$ cat config.mk
export PLATFORM = sky130hd
export DESIGN_NAME = qpw_div
export DESIGN_NICKNAME = d
export VERILOG_FILES = /design/src/design/qpw_pkg.sv /design/src/design/qpw_div.sv
export SDC_FILE = /design/constraint.sdc
export NUM_CORES = 1
export LEC_CHECK = 0
export ABC_CLOCK_PERIOD_IN_PS = 6110
export BUFFER_PORTS_ARGS = -buffer_cell sky130_fd_sc_hd__buf_2
export CAP_MARGIN = 30
export CORE_ASPECT_RATIO = 0.75
export CORE_MARGIN = 5
export CORE_UTILIZATION = 46
export DETAILED_ROUTE_END_ITERATION = 7
export PLACE_DENSITY = 0.74
export SKIP_LAST_GASP = 1
export SLEW_MARGIN = 15
export SYNTH_ARGS = -nofsm -noshare
export SYNTH_HDL_FRONTEND = slang
export SYNTH_SLANG_ARGS = --single-unit
$ cat constraint.sdc
create_clock -name clk_i -period 6.11 [get_ports clk_i]
set_clock_uncertainty 0.15 [all_clocks]
set_input_delay 0.611 -clock clk_i [delete_from_list [all_inputs] [get_ports clk_i]]
set_output_delay 0.611 -clock clk_i [all_outputs]
set_load 0.05 [all_outputs]
$ cat src/design/qpw_pkg.sv
// ----------------------------------------------------------------------------
// qpw_pkg: shared types and constants for the winding test
// Coordinate, root and accumulator widths; unit result structs; count step.
// ----------------------------------------------------------------------------
package qpw_pkg;

  localparam int CW  = 24;          // coordinate width
  localparam int TF  = 16;          // root fraction bits
  localparam int WW  = 16;          // winding count width
  localparam int DW  = CW + 1;      // coordinate difference
  localparam int NW  = CW + 3;      // divider operands
  localparam int TW  = TF + 1;      // root in [0, 1]
  localparam int MA  = 2 * TF + 2;  // multiplier operand a
  localparam int MB  = CW + 2;      // multiplier operand b
  localparam int PW  = MA + MB;     // product and accumulator
  localparam int SQW = 2 * DW;      // square root radicand
  localparam int SRW = DW;          // square root result
  localparam int SQ_CNT_W = $clog2(SRW);
  localparam int DV_CNT_W = $clog2(TW);

  localparam logic [TW-1:0] T_ONE = {1'b1, {TF{1'b0}}};
  localparam logic signed [WW-1:0] W_MAX = {1'b0, {(WW-1){1'b1}}};
  localparam logic signed [WW-1:0] W_MIN = {1'b1, {(WW-1){1'b0}}};

  typedef struct packed {
    logic           done;
    logic [SRW-1:0] root;
  } sq_res_t;

  typedef struct packed {
    logic          done;
    logic          ok;
    logic [TW-1:0] q;
  } dv_res_t;

  function automatic logic signed [WW-1:0] wind_step(input logic signed [WW-1:0] w,
                                                     input logic down);
    logic signed [WW-1:0] r;
    if (down) begin
      r = (w == W_MIN) ? w : w - {{(WW-1){1'b0}}, 1'b1};
    end else begin
      r = (w == W_MAX) ? w : w + {{(WW-1){1'b0}}, 1'b1};
    end
    return r;
  endfunction

endpackage

$ cat src/design/qpw_div.sv
// ----------------------------------------------------------------------------
// qpw_div: iterative root divider
// Forms num * 2^TF / den truncated toward zero, one quotient bit a cycle,
// and flags whether the quotient lies in [0, 1].
// ----------------------------------------------------------------------------
module qpw_div (
  input  logic                           clk_i,
  input  logic                           rst_ni,
  input  logic                           start_i,
  input  logic signed [qpw_pkg::NW-1:0]  num_i,
  input  logic signed [qpw_pkg::NW-1:0]  den_i,
  output qpw_pkg::dv_res_t               res_o
);

  logic                          busy_q, busy_d;
  logic                          done_q, done_d;
  logic [qpw_pkg::DV_CNT_W-1:0]  cnt_q, cnt_d;
  logic [qpw_pkg::NW-1:0]        dmag_q, dmag_d;
  logic [qpw_pkg::NW-1:0]        rem_q, rem_d;
  logic                          low_q, low_d;
  logic                          bad_q, bad_d;
  logic                          neg_q, neg_d;
  logic [qpw_pkg::TW-1:0]        quo_q, quo_d;
  logic [qpw_pkg::NW-1:0]        nmag, dmag;
  logic [qpw_pkg::NW:0]          rem2, rem_sub;
  logic                          ge;

  assign nmag    = num_i[qpw_pkg::NW-1] ? -num_i : num_i;
  assign dmag    = den_i[qpw_pkg::NW-1] ? -den_i : den_i;
  assign rem2    = {rem_q, (cnt_q == '0) ? low_q : 1'b0};
  assign ge      = rem2 >= {1'b0, dmag_q};
  assign rem_sub = rem2 - {1'b0, dmag_q};

  always_comb begin
    busy_d = busy_q;
    done_d = 1'b0;
    cnt_d  = cnt_q;
    dmag_d = dmag_q;
    rem_d  = rem_q;
    low_d  = low_q;
    bad_d  = bad_q;
    neg_d  = neg_q;
    quo_d  = quo_q;
    if (start_i) begin
      busy_d = 1'b1;
      cnt_d  = '0;
      dmag_d = dmag;
      rem_d  = {1'b0, nmag[qpw_pkg::NW-1:1]};
      low_d  = nmag[0];
      bad_d  = (den_i == '0) || ({1'b0, nmag[qpw_pkg::NW-1:1]} >= dmag);
      neg_d  = num_i[qpw_pkg::NW-1] ^ den_i[qpw_pkg::NW-1];
      quo_d  = '0;
    end else if (busy_q) begin
      rem_d = ge ? rem_sub[qpw_pkg::NW-1:0] : rem2[qpw_pkg::NW-1:0];
      quo_d = {quo_q[qpw_pkg::TW-2:0], ge};
      cnt_d = cnt_q + 1'b1;
      if (cnt_q == qpw_pkg::DV_CNT_W'(qpw_pkg::TW - 1)) begin
        busy_d = 1'b0;
        done_d = 1'b1;
      end
    end
  end

  always_ff @(posedge clk_i or negedge rst_ni) begin
    if (!rst_ni) begin
      busy_q <= 1'b0;
      done_q <= 1'b0;
      cnt_q  <= '0;
    end else begin
      busy_q <= busy_d;
      done_q <= done_d;
      cnt_q  <= cnt_d;
    end
  end

  always_ff @(posedge clk_i) begin
    dmag_q <= dmag_d;
    rem_q  <= rem_d;
    low_q  <= low_d;
    bad_q  <= bad_d;
    neg_q  <= neg_d;
    quo_q  <= quo_d;
  end

  assign res_o.done = done_q;
  assign res_o.q    = quo_q;
  assign res_o.ok   = !bad_q && (quo_q <= qpw_pkg::T_ONE) && ((quo_q == '0) || !neg_q);

endmodule

==> results of run 1 <==
## path summary, 6_finish.rpt
check                          from         to  slack (ns)  cells after the start
min in group asynchronous    rst_ni   cnt_q[0]        0.47                      2
max                        cnt_q[0]  rem_q[17]        2.04                     15
max reg2reg                cnt_q[0]  rem_q[17]        2.04                     15
min reg2reg                quo_q[0]   quo_q[0]        0.39                      2
max in group asynchronous    rst_ni     busy_q        5.18                      2
min                        num_i[0]      low_q        0.32                      1
## Yosys cell counts, types with 7 or more instances
master	count	share of area, %
o21ai_0	36	2.8
dfrtp_1	7	2.7
xor2_1	28	3.8
clkbuf_1	14	0.81
o21a_1	14	1.6
nor2_1	64	3.7
inv_1	66	3.8
nor4_1	9	0.87
mux2i_1	21	3.2
a21oi_1	54	4.2
a21o_1	14	1.6
xnor2_1	48	6.5
ha_1	57	11
nand3_1	8	0.62
or3_1	10	0.97
nand4_1	13	1.3
nor3_1	14	1.1
edfxtp_1	56	26
o211ai_1	7	0.81
dfxtp_1	18	5.6
nand2b_1	8	0.77
nand2_1	60	3.5
## power by group through the flow
stage / Sequential (W) / Combinational (W) / Clock [W]
2_1_floorplan: 0.000829 / 0.00120 / 0
3_3_place_gp: 0.000824 / 0.00149 / 0
3_5_place_dp: 0.000829 / 0.00150 / 0
4_1_cts: 0.000818 / 0.00152 / 0.000533
5_1_grt: 0.000834 / 0.00171 / 0.000561
6_report: 0.000821 / 0.00154 / 0.000523
## cell type report
cell class / instances / area (um2)
sequential: 81 / 2220
clock buffer: 9 / 225
tap: 175 / 219
fill: 1222 / 6470
inverter: 67 / 251
timing repair buffer: 81 / 423
multi-input combinational: 553 / 3890
clock inverter: 7 / 57.6
## logic make-up (layout without fill, tap and decap cells)
group	after synthesis	after routing
adder cells (fa/ha/maj)	59	59
XOR/XNOR	76	76
multiplexers	25	25
flip-flops	81	81
AND/OR/NAND/NOR	215	215
buffers and inverters	92	164
AO/OA/AOI/OAI	178	178
## through the flow
| step | setup slack [ns] | area, um2 | hold WS, ns | power (W) |
|---|---|---|---|---|
| after global placement | 1.85 | 6990 | 0.305 | 0.00231 |
| final | 2.04 | 7280 | 0.315 | 0.00289 |
| after CTS | 2.01 | 7280 | 0.303 | 0.00287 |
| after detailed placement | 1.83 | 6990 | 0.305 | 0.00233 |
| after floorplan | 2.39 | 6480 | 0.165 | 0.00203 |
| after global routing | 1.84 | 7280 | 0.306 | 0.00311 |
## flip-flops by register name, indices dropped and copies added (netlist names)
register / flops
cnt_q: 5
busy_q: 1
dmag_q: 27
done_q: 1
neg_q: 1
bad_q: 1
low_q: 1
quo_q: 17
rem_q: 27
## cell usage in the layout (no fill, tap or decap), types with 21 or more instances in the layout
master and n:
a21oi_1 54, buf_2 75, edfxtp_1 56, ha_1 57
inv_1 66, mux2i_1 21, nand2_1 60, nor2_1 64
o21ai_0 36, xnor2_1 48, xor2_1 28
## routing by layer
metal,up-vias,wire [um],GRT usage (%)
li1,2738,-,-
met3,16,1260,4.56
met1,2544,8340,31.0
met4,0,172,4.03
met5,-,0,0
met2,223,6430,27.5
## timing repair
action | CTS | global route
hold buffers | 1 | 0
gates resized for setup | 0 | 0
buffers inserted | 0 | 0
endpoints found under the hold margin | 7 | 0
==> impl_metrics.ini, run 1 <==
[floorplanning]
placementRows = 37
io_pins = 76
fp.dieW_um = 147
initial_core_util_pct = 47.1
fp.dieH_um = 113
die_area_mm2 = 0.0166
core-area_mm2 = 0.0137

[critical_path]
crit_type = reg -> reg
critical_path.n_buffers_inverters = 3
critPathTopFamily = compound AO/OA/AOI/OAI gates
cpMaxStageDelayCell = a311o_1
cp.arrival_ns = 4.02
worst_setup_path_end_kind = register
crit_path_max_incr_delay_ns = 0.47
crit_fanout = 45
cp.required_ns = 6.06
startpoint_type = register
cp_cell_sequence = inv_1 > ha_1 > nor3b_1 > nand3b_1 > ha_1 > inv_1 > fa_1 > a21o_1 > a21oi_4 > o211ai_4 > a311o_1 > o31ai_4 > buf_4 > nor2_1 > a221o_1

[finish]
layout.cells.non_filler = 973
fin_util_pct = 53.0
syn2layout_area_growth_pct = 12.4
final_nets = 908
layout-drive-gt1-share_pct = 14.0
antenna_cells = 0

[power_and_ir_drop]
power.leakage_nw = 3.29
p_int_w = 0.00165
combinationalPowerShare_pct = 53.5
peakVddDrop_uv = 221
pwr-share-seq_pct = 28.4
swShare_pct = 42.9
p_sw_w = 0.00124
p_per_area_mw_per_mm2 = 397
clkPwrFrac_pct = 18.1

[clocking]
numClockSinks = 81
h-tree-depth = 3
cts_max_path_buffers = 2
clk_latency_ns = 0.35
clockRootBuffer = clkbuf_16
clk_pin_slew_ns = 0.07
cts_tree = yes
cts_made_buffers = 9

[sta]
rsz0062_at_grt = false
setup_viol = 0
fmax_mhz = 246
fin_setup_tns_ns = 0
final_max_slew_viol_count = 0
worst_pin_slew_ns = 0.890
relSlewSlack_pct = 40.1
hold_viol_final = 0
period_needed_ns = 4.07
min_period_over_period_pct = 66.6

[global_routing]
antenna_found_initial = 0
grt_pass1_vias = 5071
grt_pass1_wl_mm = 26.3
grt-ovfl-total = 0
grt_max_degree = 48
track_usage_pct = 19.8

[detailed_routing]
antenna_left = 0
route.detailed.drc = 0
wl_per_cell_um = 16.7
first_pass_iters = 5
drtIter0Drc = 510
vias = 5521
finalWirelength_mm = 16.2
via_per_inst = 5.67

[yosys]
synth_ff_type = edfxtp_1
yosysWarningCount = 0
syn_nets = 841
avgSynthCellArea_um2 = 8.93
synth_xor_area_share_pct = 10.3
synth_compound_area_share_pct = 18.2
ys_types = 70
synth_adder_area_share_pct = 11.5
yosysSeqAreaShare_pct = 34.2
synthCells = 726
ys_ff_latch = 81
synth-simple-area-share_pct = 16.1
muxShareOfSynthArea_pct = 3.94
synth_edf_count = 56
async_reset_ff_share_pct = 8.64
synth_top_family_by_area = compound AO/OA/AOI/OAI gates
syn-cell-area_mm2 = 0.00648

[status]
status = complete, no violations

[place]
post-dp-hpwl_mm = 12.5
place_congestion = 0.953
portBuffers = 75
placedCellCount = 956

[job]
maxCapViolations = 0

[min_path]
hold_class = in -> reg
No activity file was read; power rests on OpenSTA's default activity.
==> run 2: changes to the inputs <==
--- a/config.mk
+++ b/config.mk
@@ -5,7 +5,8 @@
 export SDC_FILE = /design/constraint.sdc
 export NUM_CORES = 1
 export LEC_CHECK = 0
-export ABC_CLOCK_PERIOD_IN_PS = 6110
+export ABC_AREA = 1
+export ABC_CLOCK_PERIOD_IN_PS = 4050
 export BUFFER_PORTS_ARGS = -buffer_cell sky130_fd_sc_hd__buf_2
 export CAP_MARGIN = 30
 export CORE_ASPECT_RATIO = 0.75
==> constraint.sdc (replaced) <==
create_clock -name clk_i -period 4.05 [get_ports clk_i]
set_clock_uncertainty 0.15 [all_clocks]
set_input_delay 0.405 -clock clk_i [delete_from_list [all_inputs] [get_ports clk_i]]
set_output_delay 0.405 -clock clk_i [all_outputs]
set_load 0.05 [all_outputs]
==> run 2 against run 1 <==
Flip-flop and latch count is the same; combinational power grew 77%; utilization shrank 1.1 points; largest cell class unchanged; routed wire length grew 30%; register-to-register slack lost 1.6 ns.
==> impl_metrics.ini, run 2 <==
[finish]
layout-drive-gt1-share_pct = 8.73
antenna_cells = 0
reg_top3 = dmag_q x27, rem_q x27, quo_q x17
syn2layout_area_growth_pct = 12.1
final_cell_mix = nand2_1 (358), inv_1 (249), nor2_1 (92), nand3_1 (88), buf_2 (75)
register_area_mm2 = 0.00222
multi_input_area_mm2 = 0.00442
fin_util_pct = 51.9
final_nets = 1370
fillers = 1630
mostFrequentLayoutCell = nand2_1

[floorplanning]
core-area_mm2 = 0.0166
placementRows = 41
io_pins = 76
die_area_mm2 = 0.0194
initial_core_util_pct = 46.3
fp.dieW_um = 159
fp.dieH_um = 122

[global_routing]
track_usage_pct = 21.7
grt-ovfl-total = 0
grt_max_degree = 55
grt_pass1_wl_mm = 34.1
grt_pass1_vias = 7091
antenna_found_initial = 0

[min_path]
hold_end = low_q
hold_depth = 1
hp-start = num_i[0]
hold_class = in -> reg

[yosys]
netlist.area_leader.share_pct = 21.8
synthCells = 1186
synth_top_area_cell = edfxtp_1
synth.most_common_cell = nand2_1
synth_adder_area_share_pct = 9.52
ys_ff_latch = 81
avgSynthCellArea_um2 = 6.49
muxShareOfSynthArea_pct = 0
yosysWarningCount = 0
synth_top_family_by_area = simple AND/OR/NAND/NOR gates
async_reset_ff_share_pct = 8.64
synth_ff_type = edfxtp_1
ys_types = 44
synth_common_cells = nand2_1 (358), inv_1 (249), nor2_1 (92)
syn-cell-area_mm2 = 0.00770
synth-simple-area-share_pct = 35.3
syn_nets = 1301
synth_compound_area_share_pct = 6.86
ys_top_cells_by_area = edfxtp_1 (22%), nand2_1 (17%), inv_1 (12%), ha_1 (9.3%), nand3_1 (5.7%)
synth_edf_count = 56
yosysSeqAreaShare_pct = 28.8
synth_xor_area_share_pct = 5.80

[place]
place_congestion = 1.00
place_ws_ns = 0.561
post-dp-hpwl_mm = 17.3
portBuffers = 75

[clocking]
clockRootBuffer = clkbuf_16
numClockSinks = 81
cts_hold_buf = 1
clk_latency_ns = 0.34
h-tree-depth = 3
cts_tree = yes
post_cts_resized = 0
cts_made_buffers = 9
post_cts_buffers = 0
cts_max_path_buffers = 2
clk_pin_slew_ns = 0.06

[detailed_routing]
via_per_inst = 5.16
wl_met2_mm = 8.41
first_pass_iters = 5
highest_layer = met4
wl_per_cell_um = 14.3
wl_met1_mm = 10.4
route.detailed.drc = 0
route.met3.wl_mm = 1.55
antenna_left = 0
finalWirelength_mm = 21.0
vias = 7616
drtIter0Drc = 717

[critical_path]
ff2ff_setup_slack_ns = 0.47
crit_fanout = 28
startpoint_type = register
cp.required_ns = 3.99
r2r_start = cnt_q[0]
reg2reg_to = rem_q[23]
rr_worst_depth = 17
crit_type = reg -> reg
cp.arrival_ns = 3.52
worst_setup_path_end_kind = register

[power_and_ir_drop]
power.leakage_nw = 4.66
finalPower_w = 0.00481
p_per_area_mw_per_mm2 = 557
peakVddDrop_uv = 325

[sta]
min_period_over_period_pct = 88.3
worst_pin_slew_ns = 0.572
rsz0062_at_grt = false
fin_setup_tns_ns = 0
period_needed_ns = 3.58
relSlewSlack_pct = 61.8
setup_slack_ns = 0.473
whs_ns = 0.107
final_max_slew_viol_count = 0
fmax_mhz = 280
setup_viol = 0
hold_viol_final = 0

[status]
status = complete, no violations

[job]
maxCapViolations = 0
run 2: how the worst max path moves through the flow:
stage,cells past startpoint,to,start
2_1_floorplan,17,rem_q[12],cnt_q[0]
3_3_place_gp,17,rem_q[21],cnt_q[1]
3_5_place_dp,17,rem_q[19],cnt_q[1]
4_1_cts,17,rem_q[19],cnt_q[1]
5_1_grt,17,rem_q[23],cnt_q[1]
6_report,17,rem_q[23],cnt_q[0]
run 2: power breakdown:
part           leakage [nW]  switching [W]  internal, W  total (W)
combinational          3.69        0.00177     0.000948    0.00272
sequential            0.810       0.000114      0.00112    0.00123
clock                 0.162       0.000328     0.000531   0.000859
run 2: per-stage QoR:
step           area (um2)  cells
2_1_floorplan        7700   1186
3_3_place_gp         8260   1457
3_5_place_dp         8260   1457
4_1_cts              8600   1474
5_1_grt              8630   1475
6_report             8630   1475
run 2: cell type report:
type                       instances  area share (%)
multi-input combinational        830            51.3
sequential                        81            25.7
inverter                         252            11.0
timing repair buffer              81            5.13
clock buffer                      13            3.52
tap                              215            3.12
clock inverter                     3           0.276
run 2: worst max-delay path, stage by stage (launching register included):
cell	delay, ns
dfrtp_1	0.40
inv_1	0.09
ha_1	0.15
nand3_1	0.12
nor2_1	0.29
nand2_1	0.12
ha_1	0.19
inv_1	0.14
fa_1	0.29
nand3_1	0.10
nand3_1	0.18
nand3_1	0.10
nand3_1	0.13
nand2_2	0.15
nand3_4	0.32
nand3_1	0.18
nand3_1	0.15
nand2_1	0.06
run 2: cells by family (layout without fill, tap and decap cells):
family	after synthesis	in the layout
adders and majority gates	58	58
AOI/OAI and AO/OA	93	93
and+or+nand+nor	628	628
DFF	81	81
xor gates and xnor gates	51	51
buffers and inverters	275	349
run 2: routing by layer:
layer / global-route usage, % / vias up
li1: - / 3908
met5: 0 / -
met3: 3.86 / 41
met2: 31.7 / 287
met4: 7.30 / 0
met1: 32.3 / 3380
==> run 3: changes to the inputs <==
--- a/config.mk
+++ b/config.mk
@@ -7,7 +7,7 @@
 export LEC_CHECK = 0
 export ABC_AREA = 1
 export ABC_CLOCK_PERIOD_IN_PS = 4050
-export BUFFER_PORTS_ARGS = -buffer_cell sky130_fd_sc_hd__buf_2
+export BUFFER_PORTS_ARGS = -buffer_cell sky130_fd_sc_hd__clkbuf_2
 export CAP_MARGIN = 30
 export CORE_ASPECT_RATIO = 0.75
 export CORE_MARGIN = 5
==> run 3 against run 2 <==
Setup slack better by 0.098 ns; utilization hardly changed; non-clock buffer count is 1 higher; critical path type unchanged; critical endpoint is now rem_q[25].
==> impl_metrics.ini, run 3 (synthesis gave the netlist of run 2 again) <==
[sta]
min_period_over_period_pct = 85.9
fin_setup_tns_ns = 0
rsz0062_at_grt = false
period_needed_ns = 3.48
hold_viol_final = 0
worst_pin_slew_ns = 0.596
fmax_mhz = 287
relSlewSlack_pct = 60.3
setup_viol = 0
final_max_slew_viol_count = 0

[job]
maxCapViolations = 0

[critical_path]
crit_fanout = 28
crit_path_max_incr_delay_ns = 0.38
cp.arrival_ns = 3.42
critPathTopFamily = simple AND/OR/NAND/NOR gates
crit_start = cnt_q[1]
crit_type = reg -> reg
startpoint_type = register
critical_path.n_buffers_inverters = 2
cp.required_ns = 3.99
cp_cell_sequence = inv_1 > ha_1 > nand3_1 > nor2_1 > nand2_1 > ha_1 > inv_1 > fa_1 > nand3_1 > nand3_1 > nand3_1 > nand3_1 > nand2_2 > nand3_4 > nand3_1 > nand2_1 > nand2_1
cp_common_cell = nand3_1
r2r_start = cnt_q[1]
cpMaxStageDelayCell = dfrtp_1
worst_setup_path_end_kind = register

[detailed_routing]
drtIter0Drc = 692
first_pass_iters = 6
wl_per_cell_um = 14.5
vias = 7682
finalWirelength_mm = 21.5
route.detailed.drc = 0
via_per_inst = 5.20
antenna_left = 0

[finish]
register_area_mm2 = 0.00222
mostFrequentLayoutCell = nand2_1
layout.cells.non_filler = 1476
multi_input_area_mm2 = 0.00442
reg_top3 = dmag_q x27, rem_q x27, quo_q x17
fillers = 1708
final_cell_mix = nand2_1 (358), inv_1 (249), nor2_1 (92), nand3_1 (88), clkbuf_2 (75)
antenna_cells = 0
layout-drive-gt1-share_pct = 8.80
final_nets = 1371
fin_util_pct = 51.9
syn2layout_area_growth_pct = 12.2

[global_routing]
grt_pass1_vias = 7167
grt_max_degree = 55
use_met2_pct = 32.9
top_usage_layer = met1
use_met1_pct = 33.4
gr-usage-met3_pct = 3.86
track_usage_pct = 22.2
antenna_found_initial = 0
grt_pass1_wl_mm = 35.0
grt-ovfl-total = 0

[clocking]
post_cts_resized = 0
cts_hold_buf = 1
cts_made_buffers = 9
clk_latency_ns = 0.34
h-tree-depth = 3
clockRootBuffer = clkbuf_16
post_cts_buffers = 0
clk_pin_slew_ns = 0.06
cts_max_path_buffers = 2
numClockSinks = 81
cts_tree = yes

[min_path]
hp-start = num_i[0]
hold_class = in -> reg

[floorplanning]
die_area_mm2 = 0.0194
fp.dieW_um = 159
placementRows = 41
fp.dieH_um = 122
core-area_mm2 = 0.0166
initial_core_util_pct = 46.3
io_pins = 76

[status]
status = complete, no violations

[place]
post-dp-hpwl_mm = 17.6
portBuffers = 75
placedCellCount = 1458
place_congestion = 0.987

[power_and_ir_drop]
peakVddDrop_uv = 301
p_per_area_mw_per_mm2 = 560
power.leakage_nw = 4.66
run 3: changes by cell type in the layout (fill, tap and decap cells not counted):
cell	before	now
buf_4	4	5
clkbuf_2	0	75
buf_2	75	0
run 3: report_power, final:
group,internal [W],switching (W)
combinational,0.000949,0.00179
sequential,0.00112,0.000116
clock,0.000532,0.000335
run 3: worst reg2reg max path: stages (launching register included):
cell and delay [ns]:
dfrtp_1 0.38, inv_1 0.10, ha_1 0.14, nand3_1 0.10, nor2_1 0.26, nand2_1 0.13
ha_1 0.20, inv_1 0.13, fa_1 0.28, nand3_1 0.10, nand3_1 0.18, nand3_1 0.10
nand3_1 0.14, nand2_2 0.17, nand3_4 0.33, nand3_1 0.20, nand2_1 0.10, nand2_1 0.04
run 3: layout make-up:
class	count	share of cell area, %
Inverter	252	11.0
Multi-Input combinational cell	830	51.2
Tap cell	215	3.12
Clock inverter	3	0.275
Sequential cell	81	25.7
Timing Repair Buffer	82	5.22
Clock buffer	13	3.52
run 3: metrics by stage:
| step | hold WS [ns] | setup WS, ns | area, um2 | total power [W] |
|---|---|---|---|---|
| 2_1_floorplan | -0.0406 | 1.22 | 7700 | 0.00326 |
| 5_1_grt | 0.111 | 0.259 | 8630 | 0.00527 |
| 3_3_place_gp | 0.0999 | 0.783 | 8270 | 0.00387 |
| 3_5_place_dp | 0.100 | 0.629 | 8270 | 0.00390 |
| 4_1_cts | 0.102 | 0.609 | 8610 | 0.00479 |
| 6_report | 0.110 | 0.572 | 8630 | 0.00484 |
run 3: final timing paths:
kind | endpoint | slack (ns) | depth (start not counted)
worst max-delay path | rem_q[25] | 0.57 | 17
worst min-delay path | low_q | 0.11 | 1
worst max register to register | rem_q[25] | 0.57 | 17
worst min register to register | cnt_q[3] | 0.32 | 1
max in group asynchronous | cnt_q[1] | 3.28 | 2
min in group asynchronous | done_q | 0.30 | 2
run 3: layer usage:
layer  share of wire, %  routed length (um)  vias up
met5                  0                   0        -
met4                1.9                 403        0
met3                7.4                1580       30
met2                 41                8740      302
met1                 50               10700     3449
li1                   -                   -     3901
